## config.mk

```make
export PLATFORM = sky130hd
export DESIGN_NAME = encoder_pid_position_servo_unit
export DESIGN_NICKNAME = d
export VERILOG_FILES = /design/src/hw/rtl/eps_pkg.sv /design/src/hw/rtl/eps_mul.sv /design/src/hw/rtl/eps_seq.sv /design/src/hw/rtl/encoder_pid_position_servo_unit.sv
export SDC_FILE = /design/constraint.sdc
export NUM_CORES = 1
export LEC_CHECK = 0
export ABC_AREA = 1
export BUFFER_PORTS_ARGS = -buffer_cell sky130_fd_sc_hd__buf_2
export CAP_MARGIN = 20
export CORE_MARGIN = 2
export CORE_UTILIZATION = 65
export DETAILED_ROUTE_END_ITERATION = 12
export PLACE_DENSITY_LB_ADDON = 0.2
export SYNTH_ARGS = -nofsm -noshare
export SYNTH_HDL_FRONTEND = slang
export SYNTH_SLANG_ARGS = --single-unit
```

## constraint.sdc

```tcl
create_clock -name clk -period 11.3 [get_ports clk]
set_clock_uncertainty 0.1 [all_clocks]
set_input_delay 1.13 -clock clk [delete_from_list [all_inputs] [get_ports clk]]
set_output_delay 1.13 -clock clk [all_outputs]
set_load 0.05 [all_outputs]
```

## src/hw/rtl/eps_pkg.sv

```systemverilog
// Shared widths, register codes, reset values, types and helpers of the position servo.
package eps_pkg;

    localparam int COUNT_BITS = 32;
    localparam int DUTY_BITS  = 11;

    localparam int GAIN_W   = 16;
    localparam int BAND_W   = 17;
    localparam int LEVEL_W  = 11;
    localparam int DPC_W    = 24;
    localparam int ANGLE_W  = 24;
    localparam int CFG_W    = 24;
    localparam int CFG_IDX_W = 3;

    localparam int IN_TDATA_W  = ((2 + ANGLE_W + 7) / 8) * 8;
    localparam int OUT_TDATA_W = ((2 * DUTY_BITS + 7) / 8) * 8;

    localparam int MUL_A_W   = 32;
    localparam int MUL_B_W   = 24;
    localparam int MUL_H_W   = MUL_A_W + 1;
    localparam int MUL_P_W   = MUL_A_W + MUL_B_W;
    localparam int MUL_CNT_W = $clog2(MUL_B_W);

    localparam int ERR_W     = ANGLE_W + 1;
    localparam int DIFF_W    = ERR_W + 1;
    localparam int P_W       = ERR_W + GAIN_W - 8;
    localparam int DTERM_W   = DIFF_W + GAIN_W - 8;
    localparam int INTEG_W   = 32;
    localparam int ISUM_W    = P_W + 1;
    localparam int CTL_SUM_W = DTERM_W + 2;
    localparam int CTL_W     = 18;
    localparam int CTL_LIMIT = 65536;
    localparam int SPAN_W    = LEVEL_W + 1;
    localparam int DUTY_W    = 17;

    localparam logic [CFG_IDX_W-1:0] CFG_PROP_GAIN     = 3'd0;
    localparam logic [CFG_IDX_W-1:0] CFG_INTEG_GAIN    = 3'd1;
    localparam logic [CFG_IDX_W-1:0] CFG_DERIV_GAIN    = 3'd2;
    localparam logic [CFG_IDX_W-1:0] CFG_DEAD_BAND     = 3'd3;
    localparam logic [CFG_IDX_W-1:0] CFG_DUTY_FLOOR    = 3'd4;
    localparam logic [CFG_IDX_W-1:0] CFG_DUTY_CEILING  = 3'd5;
    localparam logic [CFG_IDX_W-1:0] CFG_DEG_PER_COUNT = 3'd6;

    localparam logic [GAIN_W-1:0]  RST_PROP_GAIN     = 16'd4588;
    localparam logic [GAIN_W-1:0]  RST_INTEG_GAIN    = 16'd492;
    localparam logic [GAIN_W-1:0]  RST_DERIV_GAIN    = 16'd4260;
    localparam logic [BAND_W-1:0]  RST_DEAD_BAND     = 17'd6554;
    localparam logic [LEVEL_W-1:0] RST_DUTY_FLOOR    = 11'd675;
    localparam logic [LEVEL_W-1:0] RST_DUTY_CEILING  = 11'd1024;
    localparam logic [DPC_W-1:0]   RST_DEG_PER_COUNT = 24'd1266737;

    typedef struct packed {
        logic [GAIN_W-1:0]  prop_gain;
        logic [GAIN_W-1:0]  integ_gain;
        logic [GAIN_W-1:0]  deriv_gain;
        logic [BAND_W-1:0]  dead_band;
        logic [LEVEL_W-1:0] duty_floor;
        logic [LEVEL_W-1:0] duty_ceiling;
        logic [DPC_W-1:0]   deg_per_count;
    } cfg_t;

    typedef struct packed {
        logic                      start;
        logic signed [MUL_A_W-1:0] a;
        logic [MUL_B_W-1:0]        b;
    } mul_req_t;

    typedef struct packed {
        logic                      done;
        logic signed [MUL_P_W-1:0] prod;
    } mul_rsp_t;

    typedef struct packed {
        logic                 valid;
        logic [DUTY_BITS-1:0] fwd_duty;
        logic [DUTY_BITS-1:0] rev_duty;
        logic                 coasting;
    } res_t;

    // Round half up: floor((v + 2^(s-1)) / 2^s).
    function automatic logic signed [MUL_P_W-1:0] round_shr(
        input logic signed [MUL_P_W-1:0] v,
        input int unsigned               s
    );
        logic signed [MUL_P_W-1:0] bias;
        bias = '0;
        bias[s-1] = 1'b1;
        return (v + bias) >>> s;
    endfunction

endpackage

```

## src/hw/rtl/eps_mul.sv

```systemverilog
// Bit-serial shift-add multiplier: signed multiplicand, unsigned multiplier, one bit a cycle.
module eps_mul (
    input  logic              clk,
    input  logic              rst_n,
    input  eps_pkg::mul_req_t req,
    output eps_pkg::mul_rsp_t rsp
);

    logic signed [eps_pkg::MUL_A_W-1:0] a_reg;
    logic [eps_pkg::MUL_B_W-1:0]        b_reg;
    logic signed [eps_pkg::MUL_H_W-1:0] hi_reg;
    logic signed [eps_pkg::MUL_H_W-1:0] hi_next;
    logic [eps_pkg::MUL_B_W-1:0]        lo_reg;
    logic [eps_pkg::MUL_B_W-1:0]        lo_next;
    logic [eps_pkg::MUL_CNT_W-1:0]      cnt_reg;
    logic                               busy_reg;
    logic                               done_reg;
    logic signed [eps_pkg::MUL_H_W-1:0] addend;
    logic signed [eps_pkg::MUL_H_W-1:0] sum;

    always_comb
    begin
        addend  = b_reg[0] ? eps_pkg::MUL_H_W'(a_reg) : '0;
        sum     = hi_reg + addend;
        hi_next = sum >>> 1;
        lo_next = {sum[0], lo_reg[eps_pkg::MUL_B_W-1:1]};
    end

    always_ff @(posedge clk)
    begin
        if (req.start)
        begin
            a_reg  <= req.a;
            b_reg  <= req.b;
            hi_reg <= '0;
            lo_reg <= '0;
        end
        else if (busy_reg)
        begin
            b_reg  <= b_reg >> 1;
            hi_reg <= hi_next;
            lo_reg <= lo_next;
        end
    end

    always_ff @(posedge clk or negedge rst_n)
    begin
        if (!rst_n)
        begin
            cnt_reg  <= '0;
            busy_reg <= 1'b0;
            done_reg <= 1'b0;
        end
        else
        begin
            done_reg <= 1'b0;
            if (req.start)
            begin
                cnt_reg  <= '0;
                busy_reg <= 1'b1;
            end
            else if (busy_reg)
            begin
                cnt_reg <= cnt_reg + 1'b1;
                if (cnt_reg == eps_pkg::MUL_CNT_W'(eps_pkg::MUL_B_W - 1))
                begin
                    busy_reg <= 1'b0;
                    done_reg <= 1'b1;
                end
            end
        end
    end

    assign rsp.done = done_reg;
    assign rsp.prod = {hi_reg[eps_pkg::MUL_A_W-1:0], lo_reg};

endmodule

```

## src/hw/rtl/eps_seq.sv

```systemverilog
// Control tick sequencer: position conversion, PID terms and duty mapping over the multiplier.
module eps_seq (
    input  logic                           clk,
    input  logic                           rst_n,
    input  logic                           start,
    input  logic [eps_pkg::COUNT_BITS-1:0] count,
    input  logic [eps_pkg::ANGLE_W-1:0]    target,
    input  eps_pkg::cfg_t                  cfg,
    output logic                           idle,
    output eps_pkg::res_t                  res,
    input  logic                           res_take,
    output eps_pkg::mul_req_t              mul_req,
    input  eps_pkg::mul_rsp_t              mul_rsp
);

    localparam logic [3:0] S_IDLE  = 4'd0;
    localparam logic [3:0] S_POS_W = 4'd1;
    localparam logic [3:0] S_ERR   = 4'd2;
    localparam logic [3:0] S_P_GO  = 4'd3;
    localparam logic [3:0] S_P_W   = 4'd4;
    localparam logic [3:0] S_I_W   = 4'd5;
    localparam logic [3:0] S_I_ACC = 4'd6;
    localparam logic [3:0] S_D_W   = 4'd7;
    localparam logic [3:0] S_SUM   = 4'd8;
    localparam logic [3:0] S_EVAL  = 4'd9;
    localparam logic [3:0] S_U_W   = 4'd10;
    localparam logic [3:0] S_OUT   = 4'd11;

    localparam logic [eps_pkg::ANGLE_W-1:0] ANGLE_MAX = {1'b0, {(eps_pkg::ANGLE_W-1){1'b1}}};
    localparam logic [eps_pkg::ANGLE_W-1:0] ANGLE_MIN = {1'b1, {(eps_pkg::ANGLE_W-1){1'b0}}};
    localparam logic [eps_pkg::INTEG_W-1:0] INTEG_MAX = {1'b0, {(eps_pkg::INTEG_W-1){1'b1}}};
    localparam logic [eps_pkg::INTEG_W-1:0] INTEG_MIN = {1'b1, {(eps_pkg::INTEG_W-1){1'b0}}};
    localparam logic signed [eps_pkg::CTL_SUM_W-1:0] CTL_HI =
        eps_pkg::CTL_SUM_W'(eps_pkg::CTL_LIMIT);
    localparam logic signed [eps_pkg::CTL_SUM_W-1:0] CTL_LO = -CTL_HI;

    logic [3:0]                             state_reg;
    logic [3:0]                             state_next;
    logic signed [eps_pkg::ANGLE_W-1:0]     target_reg;
    logic signed [eps_pkg::ANGLE_W-1:0]     pos_reg;
    logic signed [eps_pkg::ERR_W-1:0]       err_reg;
    logic signed [eps_pkg::ERR_W-1:0]       prev_reg;
    logic signed [eps_pkg::P_W-1:0]         p_reg;
    logic signed [eps_pkg::P_W-1:0]         iv_reg;
    logic signed [eps_pkg::INTEG_W-1:0]     integ_reg;
    logic signed [eps_pkg::DTERM_W-1:0]     d_reg;
    logic signed [eps_pkg::CTL_W-1:0]       ctl_reg;
    logic                                   drive_rev_reg;
    logic [eps_pkg::DUTY_BITS-1:0]          fwd_reg;
    logic [eps_pkg::DUTY_BITS-1:0]          rev_reg;
    logic                                   coast_reg;

    logic signed [eps_pkg::MUL_P_W-1:0]     r16;
    logic signed [eps_pkg::MUL_P_W-1:0]     r8;
    logic [eps_pkg::MUL_P_W-eps_pkg::ANGLE_W:0] pos_top;
    logic signed [eps_pkg::ANGLE_W-1:0]     pos_sat;
    logic signed [eps_pkg::DIFF_W-1:0]      diff;
    logic signed [eps_pkg::ISUM_W-1:0]      isum;
    logic signed [eps_pkg::CTL_SUM_W-1:0]   ctl_sum;
    logic signed [eps_pkg::CTL_W-1:0]       ctl_neg;
    logic [eps_pkg::BAND_W-1:0]             mag;
    logic                                   coast;
    logic signed [eps_pkg::SPAN_W-1:0]      span;
    logic [eps_pkg::DUTY_W-1:0]             duty;

    always_comb
    begin
        r16 = eps_pkg::round_shr(mul_rsp.prod, 16);
        r8  = eps_pkg::round_shr(mul_rsp.prod, 8);

        // Saturate degrees to the angle range.
        pos_top = r16[eps_pkg::MUL_P_W-1:eps_pkg::ANGLE_W-1];
        if ((&pos_top) || !(|pos_top))
            pos_sat = r16[eps_pkg::ANGLE_W-1:0];
        else if (r16[eps_pkg::MUL_P_W-1])
            pos_sat = ANGLE_MIN;
        else
            pos_sat = ANGLE_MAX;

        diff    = eps_pkg::DIFF_W'(err_reg) - eps_pkg::DIFF_W'(prev_reg);
        isum    = eps_pkg::ISUM_W'(integ_reg) + eps_pkg::ISUM_W'(iv_reg);
        ctl_sum = eps_pkg::CTL_SUM_W'(p_reg) + eps_pkg::CTL_SUM_W'(integ_reg)
                + eps_pkg::CTL_SUM_W'(d_reg);

        ctl_neg = -ctl_reg;
        mag     = ctl_reg[eps_pkg::CTL_W-1] ? ctl_neg[eps_pkg::BAND_W-1:0]
                                            : ctl_reg[eps_pkg::BAND_W-1:0];
        coast   = mag < cfg.dead_band;
        span    = eps_pkg::SPAN_W'({1'b0, cfg.duty_ceiling})
                - eps_pkg::SPAN_W'({1'b0, cfg.duty_floor});
        duty    = eps_pkg::DUTY_W'(cfg.duty_floor) + r16[eps_pkg::DUTY_W-1:0];
    end

    // Multiplier launches.
    always_comb
    begin
        mul_req.start = 1'b0;
        mul_req.a     = eps_pkg::MUL_A_W'(err_reg);
        mul_req.b     = '0;
        case (state_reg)
            S_IDLE:
            begin
                mul_req.start = start;
                mul_req.a     = eps_pkg::MUL_A_W'(signed'(count));
                mul_req.b     = eps_pkg::MUL_B_W'(cfg.deg_per_count);
            end
            S_P_GO:
            begin
                mul_req.start = 1'b1;
                mul_req.b     = eps_pkg::MUL_B_W'(cfg.prop_gain);
            end
            S_P_W:
            begin
                mul_req.start = mul_rsp.done;
                mul_req.b     = eps_pkg::MUL_B_W'(cfg.integ_gain);
            end
            S_I_W:
            begin
                mul_req.start = mul_rsp.done;
                mul_req.a     = eps_pkg::MUL_A_W'(diff);
                mul_req.b     = eps_pkg::MUL_B_W'(cfg.deriv_gain);
            end
            S_EVAL:
            begin
                mul_req.start = !coast;
                mul_req.a     = eps_pkg::MUL_A_W'(span);
                mul_req.b     = eps_pkg::MUL_B_W'(mag);
            end
            default:
            begin
                mul_req.start = 1'b0;
            end
        endcase
    end

    always_comb
    begin
        state_next = state_reg;
        case (state_reg)
            S_IDLE:  if (start) state_next = S_POS_W;
            S_POS_W: if (mul_rsp.done) state_next = S_ERR;
            S_ERR:   state_next = S_P_GO;
            S_P_GO:  state_next = S_P_W;
            S_P_W:   if (mul_rsp.done) state_next = S_I_W;
            S_I_W:   if (mul_rsp.done) state_next = S_I_ACC;
            S_I_ACC: state_next = S_D_W;
            S_D_W:   if (mul_rsp.done) state_next = S_SUM;
            S_SUM:   state_next = S_EVAL;
            S_EVAL:  state_next = coast ? S_OUT : S_U_W;
            S_U_W:   if (mul_rsp.done) state_next = S_OUT;
            S_OUT:   if (res_take) state_next = S_IDLE;
            default: state_next = S_IDLE;
        endcase
    end

    always_ff @(posedge clk or negedge rst_n)
    begin
        if (!rst_n)
        begin
            state_reg <= S_IDLE;
            prev_reg  <= '0;
            integ_reg <= '0;
        end
        else
        begin
            state_reg <= state_next;
            if (state_reg == S_I_W && mul_rsp.done)
                prev_reg <= err_reg;
            if (state_reg == S_I_ACC)
            begin
                if (isum[eps_pkg::ISUM_W-1:eps_pkg::INTEG_W-1] == '0
                    || (&isum[eps_pkg::ISUM_W-1:eps_pkg::INTEG_W-1]))
                    integ_reg <= isum[eps_pkg::INTEG_W-1:0];
                else if (isum[eps_pkg::ISUM_W-1])
                    integ_reg <= INTEG_MIN;
                else
                    integ_reg <= INTEG_MAX;
            end
        end
    end

    always_ff @(posedge clk)
    begin
        case (state_reg)
            S_IDLE:
            begin
                if (start)
                    target_reg <= target;
            end
            S_POS_W:
            begin
                if (mul_rsp.done)
                    pos_reg <= pos_sat;
            end
            S_ERR:
            begin
                err_reg <= eps_pkg::ERR_W'(pos_reg) - eps_pkg::ERR_W'(target_reg);
            end
            S_P_W:
            begin
                if (mul_rsp.done)
                    p_reg <= r8[eps_pkg::P_W-1:0];
            end
            S_I_W:
            begin
                if (mul_rsp.done)
                    iv_reg <= r8[eps_pkg::P_W-1:0];
            end
            S_D_W:
            begin
                if (mul_rsp.done)
                    d_reg <= r8[eps_pkg::DTERM_W-1:0];
            end
            S_SUM:
            begin
                if (ctl_sum > CTL_HI)
                    ctl_reg <= CTL_HI[eps_pkg::CTL_W-1:0];
                else if (ctl_sum < CTL_LO)
                    ctl_reg <= CTL_LO[eps_pkg::CTL_W-1:0];
                else
                    ctl_reg <= ctl_sum[eps_pkg::CTL_W-1:0];
            end
            S_EVAL:
            begin
                // Positive control drives the reverse channel.
                drive_rev_reg <= !ctl_reg[eps_pkg::CTL_W-1] && (ctl_reg != '0);
                coast_reg     <= coast;
                fwd_reg       <= '0;
                rev_reg       <= '0;
            end
            S_U_W:
            begin
                if (mul_rsp.done)
                begin
                    if (drive_rev_reg)
                        rev_reg <= duty[eps_pkg::DUTY_BITS-1:0];
                    else
                        fwd_reg <= duty[eps_pkg::DUTY_BITS-1:0];
                end
            end
            default:
            begin
            end
        endcase
    end

    assign idle         = (state_reg == S_IDLE);
    assign res.valid    = (state_reg == S_OUT);
    assign res.fwd_duty = fwd_reg;
    assign res.rev_duty = rev_reg;
    assign res.coasting = coast_reg;

endmodule

```

## src/hw/rtl/encoder_pid_position_servo_unit.sv

```systemverilog
// Top level of the encoder PID position servo: stream ports, registers, encoder count, output.

// Position servo for a DC motor. Each request on the input stream is either an
// encoder edge (s_tuser = 0), which moves the position count up when the A and B
// levels agree and down when they differ and gives no result, or a control tick
// (s_tuser = 1), which carries the target angle in signed Q16.8 degrees and gives
// exactly one result: the forward and reverse duties and the coast flag. The block
// holds one bit-serial multiplier, and a tick makes four passes through it (position
// in degrees, proportional, integral and derivative terms) plus a fifth for the duty
// mapping when the motor does not coast. While a tick is being worked out s_tready
// stays low. A finished result waits in the output register, so edges are taken
// while it waits; a following tick holds at the end of its work until that register
// is free. Gains and limits must be written through the cfg port only while the
// block is idle; the block itself does not enforce this. They take effect on the
// next tick.
module encoder_pid_position_servo_unit (
    input  logic                            clk,
    input  logic                            rst_n,

    input  logic                            s_tvalid,
    output logic                            s_tready,
    // enc_a [0], enc_b [1], target_angle [25:2], zero pad above
    input  logic [eps_pkg::IN_TDATA_W-1:0]  s_tdata,
    // kind [0]
    input  logic [0:0]                      s_tuser,

    output logic                            m_tvalid,
    input  logic                            m_tready,
    // fwd_duty [DUTY_BITS-1:0], rev_duty [2*DUTY_BITS-1:DUTY_BITS], zero pad above
    output logic [eps_pkg::OUT_TDATA_W-1:0] m_tdata,
    // coasting [0]
    output logic [0:0]                      m_tuser,

    input  logic                            cfg_we,
    input  logic [eps_pkg::CFG_IDX_W-1:0]   cfg_index,
    input  logic [eps_pkg::CFG_W-1:0]       cfg_data
);

    eps_pkg::cfg_t                  cfg_reg;
    logic [eps_pkg::COUNT_BITS-1:0] count_reg;
    logic                           m_tvalid_reg;
    logic [eps_pkg::DUTY_BITS-1:0]  fwd_reg;
    logic [eps_pkg::DUTY_BITS-1:0]  rev_reg;
    logic                           coast_reg;

    logic                           in_take;
    logic                           tick_take;
    logic                           seq_idle;
    logic                           out_free;
    logic                           res_take;
    eps_pkg::res_t                  res;
    eps_pkg::mul_req_t              mul_req;
    eps_pkg::mul_rsp_t              mul_rsp;

    // Requests enter only while the sequencer is free.
    assign s_tready  = seq_idle;
    assign in_take   = s_tvalid && s_tready;
    assign tick_take = in_take && s_tuser[0];

    // The output register frees itself in the cycle its request is taken.
    assign out_free  = !m_tvalid_reg || m_tready;
    assign res_take  = res.valid && out_free;

    // Register file: writes past the last register drop silently.
    always_ff @(posedge clk or negedge rst_n)
    begin
        if (!rst_n)
        begin
            cfg_reg.prop_gain     <= eps_pkg::RST_PROP_GAIN;
            cfg_reg.integ_gain    <= eps_pkg::RST_INTEG_GAIN;
            cfg_reg.deriv_gain    <= eps_pkg::RST_DERIV_GAIN;
            cfg_reg.dead_band     <= eps_pkg::RST_DEAD_BAND;
            cfg_reg.duty_floor    <= eps_pkg::RST_DUTY_FLOOR;
            cfg_reg.duty_ceiling  <= eps_pkg::RST_DUTY_CEILING;
            cfg_reg.deg_per_count <= eps_pkg::RST_DEG_PER_COUNT;
        end
        else if (cfg_we)
        begin
            case (cfg_index)
                eps_pkg::CFG_PROP_GAIN:
                    cfg_reg.prop_gain <= cfg_data[eps_pkg::GAIN_W-1:0];
                eps_pkg::CFG_INTEG_GAIN:
                    cfg_reg.integ_gain <= cfg_data[eps_pkg::GAIN_W-1:0];
                eps_pkg::CFG_DERIV_GAIN:
                    cfg_reg.deriv_gain <= cfg_data[eps_pkg::GAIN_W-1:0];
                eps_pkg::CFG_DEAD_BAND:
                    cfg_reg.dead_band <= cfg_data[eps_pkg::BAND_W-1:0];
                eps_pkg::CFG_DUTY_FLOOR:
                    cfg_reg.duty_floor <= cfg_data[eps_pkg::LEVEL_W-1:0];
                eps_pkg::CFG_DUTY_CEILING:
                    cfg_reg.duty_ceiling <= cfg_data[eps_pkg::LEVEL_W-1:0];
                eps_pkg::CFG_DEG_PER_COUNT:
                    cfg_reg.deg_per_count <= cfg_data[eps_pkg::DPC_W-1:0];
                default:
                begin
                end
            endcase
        end
    end

    // Quadrature count: agreeing levels advance, differing levels step back.
    always_ff @(posedge clk or negedge rst_n)
    begin
        if (!rst_n)
            count_reg <= '0;
        else if (in_take && !s_tuser[0])
        begin
            if (s_tdata[0] == s_tdata[1])
                count_reg <= count_reg + 1'b1;
            else
                count_reg <= count_reg - 1'b1;
        end
    end

    eps_mul u_mul (
        .clk     (clk),
        .rst_n   (rst_n),
        .req     (mul_req),
        .rsp     (mul_rsp)
    );

    eps_seq u_seq (
        .clk      (clk),
        .rst_n    (rst_n),
        .start    (tick_take),
        .count    (count_reg),
        .target   (s_tdata[eps_pkg::ANGLE_W+1:2]),
        .cfg      (cfg_reg),
        .idle     (seq_idle),
        .res      (res),
        .res_take (res_take),
        .mul_req  (mul_req),
        .mul_rsp  (mul_rsp)
    );

    // Output register: hold the result until the master side takes it.
    always_ff @(posedge clk or negedge rst_n)
    begin
        if (!rst_n)
            m_tvalid_reg <= 1'b0;
        else if (res_take)
            m_tvalid_reg <= 1'b1;
        else if (m_tready)
            m_tvalid_reg <= 1'b0;
    end

    always_ff @(posedge clk)
    begin
        if (res_take)
        begin
            fwd_reg   <= res.fwd_duty;
            rev_reg   <= res.rev_duty;
            coast_reg <= res.coasting;
        end
    end

    assign m_tvalid = m_tvalid_reg;
    assign m_tdata  = eps_pkg::OUT_TDATA_W'({rev_reg, fwd_reg});
    assign m_tuser  = coast_reg;

    // A coasting result never carries drive on either channel.
    a_coast_quiet: assert property (@(posedge clk) disable iff (!rst_n)
        m_tvalid && m_tuser[0] |-> m_tdata == '0)
        else $error("coasting result with nonzero duty");

    // A tick occupies the sequencer, so the next cycle takes no request.
    a_tick_busy: assert property (@(posedge clk) disable iff (!rst_n)
        s_tvalid && s_tready && s_tuser[0] |=> !s_tready)
        else $error("request taken while a tick is in progress");

    // An edge with agreeing levels advances the count by exactly one.
    a_count_up: assert property (@(posedge clk) disable iff (!rst_n)
        s_tvalid && s_tready && !s_tuser[0] && (s_tdata[0] == s_tdata[1])
        |=> count_reg == eps_pkg::COUNT_BITS'($past(count_reg) + 1'b1))
        else $error("encoder count did not advance");

    // An edge with differing levels steps the count back by exactly one.
    a_count_down: assert property (@(posedge clk) disable iff (!rst_n)
        s_tvalid && s_tready && !s_tuser[0] && (s_tdata[0] != s_tdata[1])
        |=> count_reg == eps_pkg::COUNT_BITS'($past(count_reg) - 1'b1))
        else $error("encoder count did not step back");

endmodule
```

==> out/metrics.cfg <==
[timing]
hold_viol = 0
finalCritPeriodShare_pct = 45.2
slew_headroom_pct = 27.8
min_period_ps = 5110
worst_slew_pin_slew_ps = 1080
setup_tns_ps = 0
finalMaxSlewViolations = 0
fmax_ghz = 0.196
rsz0062_at_grt = no
final-setup-viol-count = 0

[logic_synthesis]
async_flop_share_pct = 38.2
synth-seq-cells = 555
syn_area_mm2 = 0.0353
syn_area_per_cell_um2 = 8.01
yosysTopAreaCell = edfxtp_1
yosysSeqAreaShare_pct = 42.9
synthFlopType = edfxtp_1
synth_area_leaders = edfxtp_1, nand2_1, dfrtp_1
synth_cells = 4409
ys_warn_count = 0
ys_types = 58
synth_edf_count = 294
yosysTopAreaCellShare_pct = 25.0

[layout]
final_cell_mix = nand2_1, inv_1, nor2_1
fill_cells = 4267
syn_to_final_growth_pct = 9.28
layout_commonest_cell = nand2_1
drive_gt1_share_pct = 6.66
fin_cells = 5229
seq_area_mm2 = 0.0152
multiInputGateArea_mm2 = 0.0177
fin_nets = 4809
fin_util_pct = 71.7
antennaDiodeCount = 0
largest_reg_flops = 111
fin_area_mm2 = 0.0386

[min_path]
hp-class = flop to flop

[setup_path]
endpoint_kind = flop
cp_max_fo = 48
start_kind = flop
arrival_ps = 5420
crit_required_ps = 11610
crit_type = flop to flop

[route]
wl_per_cell_um = 18.3
num_vias = 30300
via_per_inst = 5.80
antenna_left = 0
drt-initial-drc-count = 2874
dr.pass1.iters = 5
drc = 0
wirelength_um = 95800

[placement]
dp.cells = 5116
placed_area_mm2 = 0.0365
gp_congestion = 0.963
io_buffers = 83
dp_hpwl_um = 71700

[global_route]
antenna_found_initial = 0
grt_remaining_overflow = 0
grt_pass1_wl_um = 151000
grt_max_degree = 111
track_usage_pct = 34.0
grt_pass1_vias = 28700

[cts]
cts_buffers = 57
clock-sinks = 555
cts_setup_buffers = 0
path_clk_slew_ps = 60
cts_resized = 0
cts_tree = built
cts.path.max_buffers = 3
htreeDepth = 2
clk_latency_ps = 650
holdBufCountCts = 0
clock-root-buffer = clkbuf_16

[floorplan]
dieHeight_um = 237
ios = 92
die_w_um = 237
initial_core_util_pct = 65.6
placementRows = 85
core_mm2 = 0.0538
dieArea_mm2 = 0.0562

[pwr]
power_density_mw_per_mm2 = 253
p_int_w = 0.00542
power_frac_clock_pct = 20.5
p_comb_share_pct = 48.1
p_switching_w = 0.00436
seq_power_share_pct = 31.4
p_leak_nw = 17.7
swShare_pct = 44.6
peakVddDrop_v = 0.000165

[status]
status = finished clean

[job]
max_cap_violations = 0

critical path, cell delays in order (launching register included):
cell and delay, ps:
edfxtp_1 460, inv_1 110, ha_1 160, nand2_1 100
nor4_1 450, nand4_1 240, o21ai_0 290, xnor2_1 210
ha_1 300, nand2_1 60, inv_1 50, nand3_1 90
inv_1 50, a21oi_1 170, nand3_1 200, nand2_1 150
nand2_4 160, inv_1 100, buf_4 500, nand2_1 560
buf_8 330
cells in the mapped netlist (all sizes together), types with 36 or more instances:
cell and n:
xor2 107, edfxtp 294, dfxtp 49, fa 42, nand2 1173, ha 218, nor3 51, a31oi 36
clkbuf 75, o21ai 338, xnor2 50, a21oi 318, dfstp 39, nand3 155, nand4 69, nor2 403
dfrtp 173, inv 570
layout make-up:
| type | count | share of cell area (%) |
|---|---|---|
| well taps | 696 | 2.26 |
| repair buffers | 114 | 1.90 |
| flip-flops and latches | 555 | 39.3 |
| clock inverters | 30 | 1.11 |
| inverters | 571 | 5.56 |
| multi-input cells | 3185 | 45.8 |
| clock buffers | 78 | 4.08 |
logic make-up (layout without fill, tap and decap cells):
kind of cell               after synthesis  count (layout)  synth area share (%)
adders and majority gates              260             260                  10.1
AOI/OAI and AO/OA                      848             848                  13.4
DFF                                    555             555                  42.9
xor gates and xnor gates               157             157                  3.89
buffers and inverters                  670             793                  7.22
muxes                                    7               7                 0.223
and+or+nand+nor                       1911            1911                  22.2
other                                    1               2                0.0106
power by group through the flow:
stage / Clock (W) / Combinational (W) / Sequential (W)
floorplan: 0 / 0.00335 / 0.00298
finish: 0.00200 / 0.00470 / 0.00307
detailed placement: 0 / 0.00456 / 0.00310
global placement: 0 / 0.00446 / 0.00308
global route: 0.00210 / 0.00525 / 0.00312
CTS: 0.00202 / 0.00461 / 0.00307
metrics by stage:
| step | total power [W] | setup slack [ps] | hold WS [ps] |
|---|---|---|---|
| after detailed placement | 0.00765 | 6030 | 305 |
| final | 0.00978 | 6190 | 318 |
| after global placement | 0.00755 | 6220 | 302 |
| after floorplan | 0.00634 | 6660 | 300 |
| after global routing | 0.0105 | 5750 | 324 |
| after CTS | 0.00970 | 5980 | 313 |
per-layer routing:
layer  vias up  global-route usage, %  part of all wire, %
met5         -                      0                    0
met4         0                   12.7                  3.9
met3       214                   3.70                  6.4
met2      1170                   58.4                   48
met1     14100                   44.7                   42
li1      14800                      -                    -
worst paths after layout:
| kind | startpoint | to | slack [ps] | cells after the start |
|---|---|---|---|---|
| min in group asynchronous | rst_n | count_reg[27] | 460 | 1 |
| worst max register to register | u_seq.ctl_reg[0] | u_mul.b_reg[14] | 6190 | 20 |
| worst min-delay path | u_seq.rev_reg[9] | rev_reg[9] | 320 | 0 |
| max in group asynchronous | rst_n | u_seq.integ_reg[11] | 8690 | 3 |
| worst min register to register | u_seq.rev_reg[9] | rev_reg[9] | 320 | 0 |
| worst max-delay path | u_seq.ctl_reg[0] | u_mul.b_reg[14] | 6190 | 20 |
Power figures use the tool's default switching activity.
